**src/rtl/mfp_pkg.sv**
```systemverilog
// Package for the message fragment packetizer: types, constants and the control program.
package mfp_pkg;

	localparam int BUF_DEPTH   = 32;
	localparam int BUF_AW      = $clog2(BUF_DEPTH);
	localparam int HDR_LEN     = 24;
	localparam int CNT_W       = 6;
	localparam int ADDR_W      = 6;
	localparam int DATA_W      = 64;
	localparam int STEP_W      = 4;
	localparam int ACC_W       = 42;

	localparam logic [7:0] HDR_CONST_A = 8'd32;
	localparam logic [7:0] HDR_CONST_B = 8'd64;
	localparam logic [CNT_W-1:0] HDR_LEN_C = CNT_W'(HDR_LEN);
	localparam logic [CNT_W-1:0] BUF_DEPTH_C = CNT_W'(BUF_DEPTH);

	// Register indexes on the configuration port.
	localparam logic [2:0] REG_PAYLOAD_SIZE  = 3'd0;
	localparam logic [2:0] REG_SOURCE        = 3'd1;
	localparam logic [2:0] REG_DESTINATION   = 3'd2;
	localparam logic [2:0] REG_FLAGS         = 3'd3;
	localparam logic [2:0] REG_MAX_FRAGMENTS = 3'd4;

	typedef struct packed {
		logic [7:0] message_byte;
		logic       end_of_message;
	} in_word_t;

	typedef struct packed {
		logic [7:0]  packet_byte;
		logic [15:0] packet_index;
		logic        last_in_packet;
		logic        last_of_message;
	} out_word_t;

	typedef struct packed {
		logic [CNT_W-1:0] payload_size;
		logic [39:0]      src_address;
		logic [39:0]      destination_address;
		logic [15:0]      header_flags;
		logic [15:0]      max_fragments;
	} cfg_t;

	typedef enum logic [2:0] {
		OP_NOP,
		OP_MUL,
		OP_SUM1,
		OP_SUM2,
		OP_FOLD,
		OP_FIX,
		OP_EMIT_HDR,
		OP_EMIT_PAY
	} op_t;

	typedef enum logic [1:0] {
		C_ALWAYS,
		C_PKT,
		C_EMIT_DONE
	} cond_t;

	typedef logic [STEP_W-1:0] step_t;

	typedef struct packed {
		logic  ready;
		op_t   op;
		cond_t cond;
		step_t target;
	} ctrl_t;

	typedef struct packed {
		logic pkt_start;
		logic emit_done;
	} status_t;

	localparam step_t ST_WAIT = 4'd0;
	localparam step_t ST_MUL  = 4'd1;
	localparam step_t ST_SUM1 = 4'd2;
	localparam step_t ST_SUM2 = 4'd3;
	localparam step_t ST_FLD1 = 4'd4;
	localparam step_t ST_FLD2 = 4'd5;
	localparam step_t ST_FIX  = 4'd6;
	localparam step_t ST_HDR  = 4'd7;
	localparam step_t ST_PAY  = 4'd8;

	// The control program: when the condition holds, go to the target, otherwise stay.
	function automatic ctrl_t ucode(input step_t step);
		ctrl_t w;
		w = '{ready: 1'b0, op: OP_NOP, cond: C_ALWAYS, target: ST_WAIT};
		case (step)
			ST_WAIT: w = '{ready: 1'b1, op: OP_NOP,      cond: C_PKT,       target: ST_MUL};
			ST_MUL:  w = '{ready: 1'b0, op: OP_MUL,      cond: C_ALWAYS,    target: ST_SUM1};
			ST_SUM1: w = '{ready: 1'b0, op: OP_SUM1,     cond: C_ALWAYS,    target: ST_SUM2};
			ST_SUM2: w = '{ready: 1'b0, op: OP_SUM2,     cond: C_ALWAYS,    target: ST_FLD1};
			ST_FLD1: w = '{ready: 1'b0, op: OP_FOLD,     cond: C_ALWAYS,    target: ST_FLD2};
			ST_FLD2: w = '{ready: 1'b0, op: OP_FOLD,     cond: C_ALWAYS,    target: ST_FIX};
			ST_FIX:  w = '{ready: 1'b0, op: OP_FIX,      cond: C_ALWAYS,    target: ST_HDR};
			ST_HDR:  w = '{ready: 1'b0, op: OP_EMIT_HDR, cond: C_EMIT_DONE, target: ST_PAY};
			ST_PAY:  w = '{ready: 1'b0, op: OP_EMIT_PAY, cond: C_EMIT_DONE, target: ST_WAIT};
			default: w = '{ready: 1'b0, op: OP_NOP,      cond: C_ALWAYS,    target: ST_WAIT};
		endcase
		return w;
	endfunction

endpackage

```
**src/rtl/message_fragment_packetizer.sv**
```systemverilog
// Top level of the message fragment packetizer.
// Message words enter one per cycle while no packet is due. A word that completes the
// payload, or carries end_of_message, starts the control program: the header arithmetic
// steps (fragment offset multiply, checksum sum and two end-around folds modulo
// 2^32-1), then the 24 header bytes and the payload, one packet word per cycle while the
// output does not stall; no new message word is taken until the last payload word is emitted. The
// single output register lets the next message word enter while the last packet word is
// still waiting to be taken. Words arriving after max_fragments packets are dropped, and a
// dropped word marked end_of_message still ends the message.
module message_fragment_packetizer
	import mfp_pkg::*;
(
	input  logic              clk,
	input  logic              arst_n,
	input  logic              psel,
	input  logic              penable,
	input  logic              pwrite,
	input  logic [ADDR_W-1:0] paddr,
	input  logic [DATA_W-1:0] pwdata,
	output logic [DATA_W-1:0] prdata,
	output logic              pready,
	input  logic              msg_valid,
	output logic              msg_stall,
	input  in_word_t          msg,
	output logic              pkt_valid,
	input  logic              pkt_stall,
	output out_word_t         pkt
);

	cfg_t    cfg;
	ctrl_t   ctrl;
	status_t status;

	assign msg_stall = !ctrl.ready;

	mfp_cfg u_cfg (
		.clk     (clk),
		.arst_n  (arst_n),
		.psel    (psel),
		.penable (penable),
		.pwrite  (pwrite),
		.paddr   (paddr),
		.pwdata  (pwdata),
		.prdata  (prdata),
		.pready  (pready),
		.cfg     (cfg)
	);

	mfp_seq u_seq (
		.clk    (clk),
		.arst_n (arst_n),
		.status (status),
		.ctrl   (ctrl)
	);

	mfp_dp u_dp (
		.clk       (clk),
		.arst_n    (arst_n),
		.ctrl      (ctrl),
		.cfg       (cfg),
		.msg_valid (msg_valid),
		.msg       (msg),
		.pkt_valid (pkt_valid),
		.pkt_stall (pkt_stall),
		.pkt       (pkt),
		.status    (status)
	);

endmodule

```
**src/rtl/mfp_cfg.sv**
```systemverilog
// Configuration registers of the packetizer behind an APB-style port.
module mfp_cfg
	import mfp_pkg::*;
(
	input  logic              clk,
	input  logic              arst_n,
	input  logic              psel,
	input  logic              penable,
	input  logic              pwrite,
	input  logic [ADDR_W-1:0] paddr,
	input  logic [DATA_W-1:0] pwdata,
	output logic [DATA_W-1:0] prdata,
	output logic              pready,
	output cfg_t              cfg
);

	cfg_t        cfg_q;
	logic [2:0]  reg_idx;
	logic        wr_en;

	assign pready  = 1'b1;
	assign reg_idx = paddr[ADDR_W-1:3];
	assign wr_en   = psel && penable && pwrite;
	assign cfg     = cfg_q;

	always_ff @(posedge clk or negedge arst_n) begin
		if (!arst_n) begin
			cfg_q.payload_size        <= BUF_DEPTH_C;
			cfg_q.src_address         <= '0;
			cfg_q.destination_address <= '0;
			cfg_q.header_flags        <= '0;
			cfg_q.max_fragments       <= 16'hFFFF;
		end else if (wr_en) begin
			case (reg_idx)
				REG_PAYLOAD_SIZE:  cfg_q.payload_size        <= pwdata[CNT_W-1:0];
				REG_SOURCE:        cfg_q.src_address         <= pwdata[39:0];
				REG_DESTINATION:   cfg_q.destination_address <= pwdata[39:0];
				REG_FLAGS:         cfg_q.header_flags        <= pwdata[15:0];
				REG_MAX_FRAGMENTS: cfg_q.max_fragments       <= pwdata[15:0];
				default: ;
			endcase
		end
	end

	always_comb begin
		case (reg_idx)
			REG_PAYLOAD_SIZE:  prdata = DATA_W'(cfg_q.payload_size);
			REG_SOURCE:        prdata = DATA_W'(cfg_q.src_address);
			REG_DESTINATION:   prdata = DATA_W'(cfg_q.destination_address);
			REG_FLAGS:         prdata = DATA_W'(cfg_q.header_flags);
			REG_MAX_FRAGMENTS: prdata = DATA_W'(cfg_q.max_fragments);
			default:           prdata = '0;
		endcase
	end

endmodule

```
**src/rtl/mfp_seq.sv**
```systemverilog
// Step counter and control program lookup of the packetizer.
module mfp_seq
	import mfp_pkg::*;
(
	input  logic    clk,
	input  logic    arst_n,
	input  status_t status,
	output ctrl_t   ctrl
);

	step_t step_q;
	step_t step_next;
	logic  take;

	assign ctrl = ucode(step_q);

	always_comb begin
		case (ctrl.cond)
			C_ALWAYS:    take = 1'b1;
			C_PKT:       take = status.pkt_start;
			C_EMIT_DONE: take = status.emit_done;
			default:     take = 1'b1;
		endcase
		step_next = take ? ctrl.target : step_q;
	end

	always_ff @(posedge clk or negedge arst_n) begin
		if (!arst_n) begin
			step_q <= ST_WAIT;
		end else begin
			step_q <= step_next;
		end
	end

endmodule

```
**src/rtl/mfp_dp.sv**
```systemverilog
// Datapath of the packetizer: payload buffer, header arithmetic and output register.
module mfp_dp
	import mfp_pkg::*;
(
	input  logic      clk,
	input  logic      arst_n,
	input  ctrl_t     ctrl,
	input  cfg_t      cfg,
	input  logic      msg_valid,
	input  in_word_t  msg,
	output logic      pkt_valid,
	input  logic      pkt_stall,
	output out_word_t pkt,
	output status_t   status
);

	logic [7:0]       buf_q [BUF_DEPTH];
	logic [CNT_W-1:0] fill_q;
	logic [15:0]      frag_q;
	logic             eom_q;
	logic [23:0]      offset_q;
	logic [ACC_W-1:0] acc_q;
	logic [31:0]      ck_q;
	logic [BUF_AW-1:0] k_q;
	logic             out_valid_q;
	out_word_t        out_q;

	logic [CNT_W-1:0] p_eff;
	logic             accept;
	logic             capped;
	logic [CNT_W-1:0] fill_inc;
	logic             pkt_start;
	logic [CNT_W-1:0] total;
	logic [7:0]       hdr_bytes [HDR_LEN];
	logic [191:0]     hdr_vec;
	logic             emit_op;
	logic             emit_go;
	logic             k_end;
	logic             last_byte;
	logic [15:0]      frag_inc;
	logic             last_msg;

	always_comb begin
		p_eff = cfg.payload_size;
		if (p_eff == '0) p_eff = CNT_W'(1);
		if (p_eff > BUF_DEPTH_C) p_eff = BUF_DEPTH_C;
	end

	assign accept    = ctrl.ready && msg_valid;
	assign capped    = frag_q >= cfg.max_fragments;
	assign fill_inc  = fill_q + CNT_W'(1);
	assign pkt_start = accept && !capped && (fill_inc >= p_eff || msg.end_of_message);
	assign total     = fill_q + HDR_LEN_C;

	assign hdr_vec = {cfg.src_address, cfg.destination_address, HDR_CONST_A, HDR_CONST_B,
		offset_q, cfg.header_flags, 18'd0, total, ck_q};

	always_comb begin
		for (int i = 0; i < HDR_LEN; i++) begin
			hdr_bytes[i] = hdr_vec[191 - 8*i -: 8];
		end
	end

	assign emit_op  = (ctrl.op == OP_EMIT_HDR) || (ctrl.op == OP_EMIT_PAY);
	assign emit_go  = emit_op && (!out_valid_q || !pkt_stall);
	assign k_end    = (ctrl.op == OP_EMIT_HDR) ? (k_q == BUF_AW'(HDR_LEN - 1))
	                                           : ({1'b0, k_q} == fill_q - CNT_W'(1));
	assign last_byte = (ctrl.op == OP_EMIT_PAY) && k_end;
	assign frag_inc  = frag_q + 16'd1;
	assign last_msg  = eom_q || (frag_inc >= cfg.max_fragments);

	assign status.pkt_start = pkt_start;
	assign status.emit_done = emit_go && k_end;

	assign pkt_valid = out_valid_q;
	assign pkt       = out_q;

	// The fill count never exceeds the buffer depth less one between packets, so the
	// write index fits.
	always_ff @(posedge clk) begin
		if (accept && !capped) begin
			buf_q[fill_q[BUF_AW-1:0]] <= msg.message_byte;
		end
	end

	always_ff @(posedge clk or negedge arst_n) begin
		if (!arst_n) begin
			fill_q      <= '0;
			frag_q      <= '0;
			eom_q       <= 1'b0;
			k_q         <= '0;
			out_valid_q <= 1'b0;
		end else begin
			if (accept) begin
				if (capped) begin
					if (msg.end_of_message) begin
						fill_q <= '0;
						frag_q <= '0;
					end
				end else if (pkt_start) begin
					fill_q <= (fill_inc > p_eff) ? p_eff : fill_inc;
					eom_q  <= msg.end_of_message;
				end else begin
					fill_q <= fill_inc;
				end
			end
			if (emit_go) begin
				if (k_end) begin
					k_q <= '0;
				end else begin
					k_q <= k_q + BUF_AW'(1);
				end
				if (last_byte) begin
					fill_q <= '0;
					frag_q <= eom_q ? 16'd0 : frag_inc;
				end
			end
			if (emit_go) begin
				out_valid_q <= 1'b1;
			end else if (!pkt_stall) begin
				out_valid_q <= 1'b0;
			end
		end
	end

	always_ff @(posedge clk) begin
		case (ctrl.op)
			OP_MUL:  offset_q <= 24'(frag_q * p_eff);
			OP_SUM1: acc_q    <= ACC_W'(cfg.src_address) + ACC_W'(cfg.destination_address);
			OP_SUM2: acc_q    <= acc_q + ACC_W'(offset_q) + ACC_W'(cfg.header_flags)
			                     + ACC_W'(total) + ACC_W'(HDR_CONST_A) + ACC_W'(HDR_CONST_B);
			// 2^32 is one more than the modulus, so the upper bits fold back onto the lower.
			OP_FOLD: acc_q    <= ACC_W'(acc_q[ACC_W-1:32]) + ACC_W'(acc_q[31:0]);
			OP_FIX:  ck_q     <= (acc_q[31:0] == 32'hFFFF_FFFF) ? 32'd0 : acc_q[31:0];
			default: ;
		endcase
		if (emit_go) begin
			out_q.packet_byte     <= (ctrl.op == OP_EMIT_HDR) ? hdr_bytes[k_q] : buf_q[k_q];
			out_q.packet_index    <= frag_q;
			out_q.last_in_packet  <= last_byte;
			out_q.last_of_message <= last_byte && last_msg;
		end
	end

endmodule
```
**config.mk**
```make
export PLATFORM = sky130hd
export DESIGN_NAME = message_fragment_packetizer
export DESIGN_NICKNAME = d
export VERILOG_FILES = /design/src/rtl/mfp_pkg.sv /design/src/rtl/message_fragment_packetizer.sv /design/src/rtl/mfp_cfg.sv /design/src/rtl/mfp_seq.sv /design/src/rtl/mfp_dp.sv
export SDC_FILE = /design/constraint.sdc
export NUM_CORES = 1
export LEC_CHECK = 0
export ABC_AREA = 1
export ABC_CLOCK_PERIOD_IN_PS = 5500
export BUFFER_PORTS_ARGS = -buffer_cell sky130_fd_sc_hd__buf_4
export CAP_MARGIN = 40
export CORE_UTILIZATION = 45
export CTS_CLUSTER_SIZE = 28
export DETAILED_ROUTE_END_ITERATION = 10
export PLACE_DENSITY = 0.61
export SKIP_LAST_GASP = 1
export SYNTH_ARGS = -nofsm -noshare
export SYNTH_HDL_FRONTEND = slang
export SYNTH_SLANG_ARGS = --single-unit
export TNS_END_PERCENT = 20
```
**constraint.sdc**
```tcl
create_clock -name clk -period 5.5 [get_ports clk]
set_input_delay 1.1 -clock clk [delete_from_list [all_inputs] [get_ports clk]]
set_output_delay 1.1 -clock clk [all_outputs]
set_load 0.005 [all_outputs]
```
After elaboration in Yosys (flattened, before gate mapping)
Memories as Yosys holds them, arrays and structs flattened. Index checks and enable logic that the tools add are counted.

Register bits after elaboration: 273. Memory bits (writable): 256. Bits in read-only memories: 160. Input bits: 86. Word-level logic and storage cells: 112. Memories kept: 2.

Add/subtract/negate cells: 12. $mul: 1. $lt $le $gt $ge: 6. Equality and inequality tests: 17. Muxes and demuxes: 28. Bitwise gates (word level): 2. Reduce and logical (&&, ||, !) cells: 26.

Memory list: u_dp.buf_q (words 32, bits a word 8, rd ports 1, clocked after memory_dff 0, wr ports 1, line mfp_dp.sv:17) `logic [7:0] buf_q [BUF_DEPTH];`; (no name shown) (words 16, bits a word 10, rd ports 1, clocked after memory_dff 0, wr ports 0, line mfp_pkg.sv:90) `case (step)`.

Operators by type and width (number): 40-bit case mux with 5 select lines (1); 42-bit case mux with 3 select lines (1); 16-bit two-way mux (6); 6-bit two-way mux (9); 42-bit by 16-bit adder with 42-bit output (1); 42-bit by 22-bit adder with 42-bit output (1); 42-bit by 6-bit adder with 42-bit output (1); 42-bit by 6-bit adder with 42-bit output (second input constant) (1); 42-bit by 7-bit adder with 42-bit output (second input constant) (1); 40-bit by 40-bit adder with 41-bit output (1); 8-bit binary-select mux with 5-bit select (1); 10-bit by 32-bit adder with 33-bit output (1); 32-bit == test (second input constant) (1); 16-bit >= comparator (2); 8-bit two-way mux (3); 16-bit by 6-bit multiplier with 22-bit output (1); 16-bit by 1-bit adder with 16-bit output (second input constant) (1); 3-bit == test (second input constant) (5); 3-bit by 2-bit == test with 1-bit output (second input constant) (4); 2-bit AND reduction (5); 1-bit logical AND (9); 6-bit by 1-bit adder with 6-bit output (second input constant) (1); 6-bit by 5-bit adder with 6-bit output (second input constant) (1); 3-bit by 1-bit == test with 1-bit output (second input constant) (2); 22 further kinds (32).

Longest topological paths before layout
Gate-level depths: netlist (run 1).

Depth after elaboration: 12. Gate-level depth with buffers: 21.

Cells and area by module
From an unflattened synthesis (run 1), not the netlist that was laid out.

Cells, all modules: 4014. Area total of the unflattened synthesis: 34129.0 um^2.

Modules (own cells, without submodules): mfp_dp (times used 1, cells an instance 3286, area each 28184.5 um^2, seq. area each 12076.6 um^2); mfp_cfg (times used 1, cells an instance 675, area each 5580.4 um^2, seq. area each 2974.1 um^2); mfp_seq (times used 1, cells an instance 52, area each 360.3 um^2, seq. area each 100.1 um^2); message_fragment_packetizer (times used 1, cells an instance 1, area each 3.8 um^2, seq. area each 0.0 um^2).

Worst setup path before layout (run 1)
No wires, ideal clock.

Path kind: register -> register. Start: register u_cfg.cfg_q, in the netlist u_cfg.cfg[116]. End: register u_dp.offset_q[19] (data pin). Setup time: 265 ps. Arrival time: 4254 ps. Slack: 980 ps. Stages on the path, launching flop included: 20. Path buffers: 1. Period minus slack after synthesis: 4520 ps. Cells stage by stage: dfrtp_1 nor2_1 nand3_1 a21boi_0 inv_1 buf_1 nor2_1 fa_1 fa_1 inv_1 fa_1 inv_1 ha_1 nand2_1 nor2_1 inv_1 o21ai_0 a21oi_1 o21ai_0 xor2_1.

Word-level cells in the longest chain between the ends: 5.

RTL lines: from (decl) (line mfp_cfg.sv:17) `cfg_t cfg_q;`; 6-bit logical NOT (line mfp_dp.sv:45) `if (p_eff == '0) p_eff = CNT_W'(1);`; 6-bit two-way mux * (line mfp_dp.sv:45); 6-bit greater-than comparator (line mfp_dp.sv:46) `if (p_eff > BUF_DEPTH_C) p_eff = BUF_DEPTH_C;`; 6-bit two-way mux * (line mfp_dp.sv:46); 16-bit by 6-bit multiplier with 22-bit output * (line mfp_dp.sv:128) `OP_MUL: offset_q <= 24'(frag_q * p_eff);`; to (signal assigned) (line mfp_dp.sv:128); to (decl) (line mfp_dp.sv:21) `logic [23:0] offset_q;`.

Mark *: on every way between the ends. The rest lies on a longest branch, timed or not. A chain may end at the register's enable or synchronous reset.

Worst setup path in the final report (run 1)
Start: register u_cfg.cfg_q, in the netlist u_cfg.cfg[117]. End: register u_dp.offset_q[19] (data pin).

The elaborated chain is that of the path after synthesis.

==> results of run 1 <==
## logic make-up after synthesis
family                     count (synthesis)  share of synthesized area [%]
AOI/OAI and AO/OA                        686                          12.10
xor gates and xnor gates                  54                          1.402
adders and majority gates                286                          12.41
buffers and inverters                    629                          7.430
DFF                                      529                          44.90
other                                      2                        0.02225
and+or+nand+nor                         1741                          21.74
## how the worst max path moves through the flow
stage              startpoint           endpoint  slack (ns)  cells past startpoint
2_1_floorplan  u_cfg.cfg[116]  u_dp.offset_q[19]        0.98                     19
3_3_place_gp   u_cfg.cfg[117]  u_dp.offset_q[19]        0.46                     17
3_5_place_dp   u_cfg.cfg[117]  u_dp.offset_q[19]        0.45                     17
4_1_cts        u_cfg.cfg[117]  u_dp.offset_q[19]        0.44                     17
5_1_grt        u_cfg.cfg[117]  u_dp.offset_q[19]        0.16                     17
6_report       u_cfg.cfg[117]  u_dp.offset_q[19]        0.38                     17
## worst max-delay path, cell delays in order, from the launching register on
cell	delay (ns)
dfstp_2	0.67
a21boi_0	0.13
buf_4	0.17
inv_1	0.45
nor2_1	0.11
fa_1	0.50
inv_1	0.05
fa_1	0.50
fa_1	0.55
inv_1	0.04
ha_1	0.35
nand2_1	0.11
nand3_1	0.12
a21oi_1	0.30
o21ai_0	0.27
a21oi_1	0.26
o21ai_0	0.12
xor2_1	0.15
## per-layer routing
layer	wire, microns	GRT usage (%)	vias to the layer above
li1	-	-	13566
met3	9214	4.341	201
met4	4113	10.80	0
met2	51440	46.12	1243
met1	52020	44.44	14119
met5	0	0	-
## cells in the mapped netlist (all sizes together), types with 27 or more instances
cell type	n	area share, %
o22ai	27	0.50
xor2	46	1.2
fa	81	4.8
ha	205	7.6
nor3	49	0.74
nand3	264	4.0
inv	476	5.3
a22oi	83	1.8
nand4	82	1.5
edfxtp	378	34
o21ai	250	3.7
dfrtp	134	9.9
clkbuf	91	1.0
nor2	348	3.9
nand2	953	11
buf	56	1.1
a21oi	183	2.7
## per-stage QoR
stage	util [%]	hold slack (ns)	setup WS, ns	instances	cell area [sq um]
finish	50.88	0.2893	0.3759	5067	37820
global placement	48.11	0.4662	0.4622	4946	35760
floorplan	-	0.4487	0.9804	3950	33830
global route	50.87	0.2874	0.1588	5065	37810
detailed placement	48.32	0.4726	0.4514	4959	35920
CTS	50.87	0.2701	0.4357	5065	37810
## area by class of cell
cell class | instances | share of cell area (%)
multi-input combinational | 2792 | 42.90
tap | 969 | 3.206
sequential | 529 | 40.07
clock buffer | 72 | 4.057
antenna | 2 | 0.01323
timing repair buffer | 187 | 4.020
inverter | 482 | 4.784
clock inverter | 34 | 0.9529
## cell usage in the layout, fill, tap and decap left out, types with 7 or more instances in the layout
cell type	netlist	layout
a211oi_1	7	7
a21boi_0	13	13
a21oi_1	183	183
a221oi_1	11	11
a22o_1	11	11
a22oi_1	83	83
a31oi_1	19	19
buf_4	30	176
clkbuf_1	91	11
clkbuf_16	0	58
clkinv_1	6	13
clkinv_2	0	11
clkinvlp_4	0	8
conb_1	2	25
dfrtp_1	134	133
dfstp_2	17	17
edfxtp_1	378	378
fa_1	81	81
ha_1	205	205
inv_1	467	467
inv_2	9	9
nand2_1	947	945
nand2_2	6	8
nand3_1	261	261
nand3b_1	14	14
nand4_1	82	82
nor2_1	345	342
nor3_1	48	46
nor4_1	13	13
o2111ai_1	9	9
o211ai_1	25	25
o21ai_0	246	245
o21bai_1	9	9
o221ai_1	9	9
o22ai_1	27	27
or2_2	9	9
xnor2_1	8	8
xor2_1	46	46
## sequential cells by signal, summed over array words and instances, names as in the netlist
name,count
u_dp.frag_q,16
u_dp.buf_q,256
u_dp.ck_q,32
u_dp.offset_q,22
u_dp.eom_q,1
u_dp.pkt_valid,1
u_cfg.cfg,118
u_dp.pkt,26
u_dp.k_q,5
u_dp.fill_q,6
u_seq.step_q,4
u_dp.acc_q,42
## power groups by stage
stage	sequential [uW]	clock (uW)	combinational (uW)
after detailed placement	6290	0	10300
after global routing	6310	4070	11600
final	6270	3880	10600
after floorplan	5790	0	6990
after CTS	6220	3920	10400
after global placement	6290	0	10200
==> impl_metrics.tcl, run 1 <==
set metrics [dict create \
    outcome "completed" \
    pwr-share-comb_pct 51.0 \
    required_ns 5.89 \
    ir_drop_uv 483.8 \
    hold_viol_final 0 \
    cts_tree "yes" \
    core_sq_um 74320 \
    clk_pin_slew_worst_paths_ns 0.06 \
    die_area_sq_um 76090 \
    ys_seq_elements 529 \
    clkPwrFrac_pct 18.7 \
    place_hpwl_microns 89460 \
    cp_max_fo 15 \
    synthFlopType "edfxtp_1" \
    async_flop_share_pct 28.54 \
    grt_pass1_wl_microns 172000 \
    crit_type "reg2reg" \
    cts_hold_buffers 0 \
    vias_per_cell 5.749 \
    synth_cell_types 60 \
    drv_cap 0 \
    ys_warn_count 0 \
    drt_iter0_drc 3331 \
    r2r_cells 17 \
    routed_wl_microns 116800 \
    die_height_microns 275.8 \
    synthCells 3927 \
    period_share_pct 93.17 \
    setup_viol 0 \
    switching_share_pct 48.20 \
    tns_ns 0 \
    r2r_slack_ns 0.38 \
    maxSlewViolCount 0 \
    slew_headroom_pct 35.96 \
    clock-sinks 529 \
    fmax_mhz 195.2 \
    pwr-share-seq_pct 30.2 \
    syn_area_sq_um 33750 \
    multi_input_area_sq_um 16220 \
    rsz0062_at_grt "no" \
    overflow 0 \
    numCtsBuffers 57 \
    drive_gt1_share_pct 8.154 \
    cts-htree-levels 2 \
    port_buffers 126 \
    drc 0 \
    via_count 29129 \
    avgSynthCellArea_sq_um 8.593 \
    cts_buffer_depth 3 \
    io_pins 179 \
    skew_ns 0.05625 \
    p_sw_uw 9994 \
    rr_startpoint "u_cfg.cfg[117]" \
    grt_pass1_vias 27019 \
    grt.total_usage_pct 30.47 \
    cts-root-buf "clkbuf_16" \
    fillers 7171 \
    ys_seq_area_share_pct 44.90 \
    power_density_nw_per_um2 548.3 \
    antenna_found_initial 1 \
    post-route-min-period_ns 5.124 \
    cp.arrival_ns 5.51 \
    internal-power_uw 10740 \
    ant_nets 0 \
    area_growth_pct 12.06 \
    rows 100 \
    die_w_microns 275.8 \
    finalNetCount 4421 \
    grt_start_max_net_pins 94 \
    place.gp.congestion 1.003 \
    regArea_sq_um 15150 \
    p_leak_uw 0.01659 \
    worstMarginPinSlew_ns 0.9506 \
    critPathCaptureType "flop" \
    first_pass_iters 6 \
    cts_setup_buffers 0 \
    clk_latency_ns 0.66 \
    hold_path.class "in2async" \
    wl_per_cell_microns 23.05 \
    r2r_end "u_dp.offset_q[19]" \
    synth-edff-count 378 \
    start_util_pct 45.41 \
    postCtsResizedCells 0 \
    total_power_uw 20730 \
    start_kind "flop" \
]
No activity file was read; power rests on OpenSTA's default activity.
==> inputs of run 2 (changes only) <==
==> constraint.sdc (replaced) <==
create_clock -name clk -period 5.5 [get_ports clk]
set_input_delay 0.55 -clock clk [delete_from_list [all_inputs] [get_ports clk]]
set_output_delay 0.55 -clock clk [all_outputs]
set_load 0.005 [all_outputs]
==> run 2 against run 1 <==
  * Critical path depth unchanged
  * Via count shrank 0.81%
  * Clock skew fell by 0.017 ns
  * Critical endpoint unchanged
==> impl_metrics.tcl, run 2 (synthesized netlist as in run 1, its figures left out) <==
set metrics [dict create \
    finalNetCount 4414 \
    ir_drop_uv 391.7 \
    gr-usage-met1_pct 44.56 \
    ant_nets 0 \
    clock-sinks 529 \
    total_power_uw 20790 \
    rows 100 \
    grt_start_max_net_pins 77 \
    cp_max_fo 15 \
    rr_startpoint "u_cfg.cfg[117]" \
    cp.arrival_ns 5.51 \
    top_usage_layer "met2" \
    skew_ns 0.03950 \
    cts_setup_buffers 0 \
    vias_per_cell 5.706 \
    mostFrequentLayoutCells "945 x nand2_1, 467 x inv_1, 378 x edfxtp_1" \
    hold_viol_final 0 \
    place_hpwl_microns 88600 \
    die_w_microns 275.8 \
    hold_path.class "in2reg" \
    clk_latency_ns 0.66 \
    layout_commonest_cell "nand2_1" \
    cts_buffer_depth 3 \
    outcome "completed" \
    clk_pin_slew_worst_paths_ns 0.06 \
    first_pass_iters 6 \
    drive_gt1_share_pct 7.991 \
    setup_viol 0 \
    final_area_sq_um 37780 \
    drc 0 \
    routed_wl_microns 115700 \
    crit_end "u_dp.offset_q[19]" \
    placedInstanceArea_sq_um 35820 \
    cts-htree-levels 2 \
    wl_per_cell_microns 22.85 \
    p_leak_uw 0.01657 \
    crit_path_start "u_cfg.cfg[117]" \
    overflow 0 \
    io_pins 179 \
    via_count 28892 \
    cts_tree "yes" \
    die_area_sq_um 76090 \
    r2r_cells 17 \
    pwr-share-comb_pct 51.0 \
    cts-root-buf "clkbuf_16" \
    switching_share_pct 47.92 \
    grt.total_usage_pct 30.40 \
    area_growth_pct 11.95 \
    die_height_microns 275.8 \
    p_sw_uw 9962 \
    crit_type "reg2reg" \
    largest_reg_flops 256 \
    clkPwrFrac_pct 19.1 \
    drt_iter0_drc 3066 \
    period_share_pct 93.62 \
    start_kind "flop" \
    gr-usage-met2_pct 45.05 \
    start_util_pct 45.41 \
    tns_ns 0 \
    power_density_nw_per_um2 550.3 \
    fmax_mhz 194.2 \
    slew_headroom_pct 38.52 \
    internal-power_uw 10830 \
    drv_cap 0 \
    final_cells 5063 \
    grt_pass1_wl_microns 171400 \
    antenna_found_initial 0 \
    pre_cts_ws_ns 0.4316 \
    dp.cells 4950 \
    r2r_slack_ns 0.35 \
    pwr-share-seq_pct 29.9 \
    required_ns 5.87 \
    use_met3_pct 4.585 \
    timing.final.ws_setup_ns 0.3509 \
    worstMarginPinSlew_ns 0.9188 \
    maxSlewViolCount 0 \
    place.gp.congestion 1.010 \
    post-route-min-period_ns 5.149 \
    numCtsBuffers 58 \
    critPathCaptureType "flop" \
    grt_pass1_vias 26809 \
    rsz0062_at_grt "no" \
    port_buffers 126 \
    core_sq_um 74320 \
    r2r_end "u_dp.offset_q[19]" \
]
## run 2: power by group through the flow
stage	logic, uW	clock network (uW)	registers (uW)
after floorplan	6990	0	5790
after global placement	10200	0	6240
after detailed placement	10300	0	6240
after CTS	10400	4040	6170
after global routing	11800	4180	6260
final	10600	3980	6210
## run 2: layout make-up
cell class                      count  area (sq um)
Timing Repair Buffer              179          1433
Clock buffer                       70          1536
Inverter                          482          1809
Tap cell                          969          1212
Sequential cell                   529         15150
Antenna cell                        2         5.005
Multi-Input combinational cell   2792         16220
Clock inverter                     40         407.9
Fill cell                        7107         36540
## run 2: worst min path at each step
stage             startpoint  cells past startpoint        endpoint  slack, ns
3_3_place_gp   u_cfg.cfg[22]                      2   u_cfg.cfg[22]       0.47
3_5_place_dp   u_cfg.cfg[21]                      2   u_cfg.cfg[21]       0.47
6_report          pwdata[31]                      3  u_cfg.cfg[103]       0.17
5_1_grt           pwdata[35]                      3  u_cfg.cfg[107]       0.18
2_1_floorplan         arst_n                      0  u_cfg.cfg[100]       0.25
4_1_cts           pwdata[31]                      3  u_cfg.cfg[103]       0.15
## run 2: routing by layer
layer | up-vias | routed length [microns]
met4 | 0 | 4649
met5 | - | 0
li1 | 13565 | -
met1 | 13854 | 51190
met3 | 213 | 9582
met2 | 1260 | 50250
## run 2: through the flow
stage | hold slack, ns | util, %
global placement | 0.4663 | 48.06
CTS | 0.1523 | 50.82
finish | 0.1734 | 50.83
floorplan | 0.2544 | -
detailed placement | 0.4728 | 48.19
global route | 0.1767 | 50.82
## run 2: timing repair
| action | CTS | global route |
|---|---|---|
| hold buffers | 1 | 0 |
| gates resized for setup | 0 | 0 |
| endpoints found under the hold margin | 48 | 0 |
## run 2: worst max-delay path, cell delays in order (launching register included)
cell and delay, ns:
dfstp_2 0.70, a21boi_0 0.14, buf_4 0.17, inv_1 0.46, nor2_1 0.11, fa_1 0.51
inv_1 0.06, fa_1 0.50, fa_1 0.54, inv_1 0.04, ha_1 0.35, nand2_1 0.11
nand3_1 0.11, a21oi_1 0.32, o21ai_0 0.23, a21oi_1 0.25, o21ai_0 0.12, xor2_1 0.15
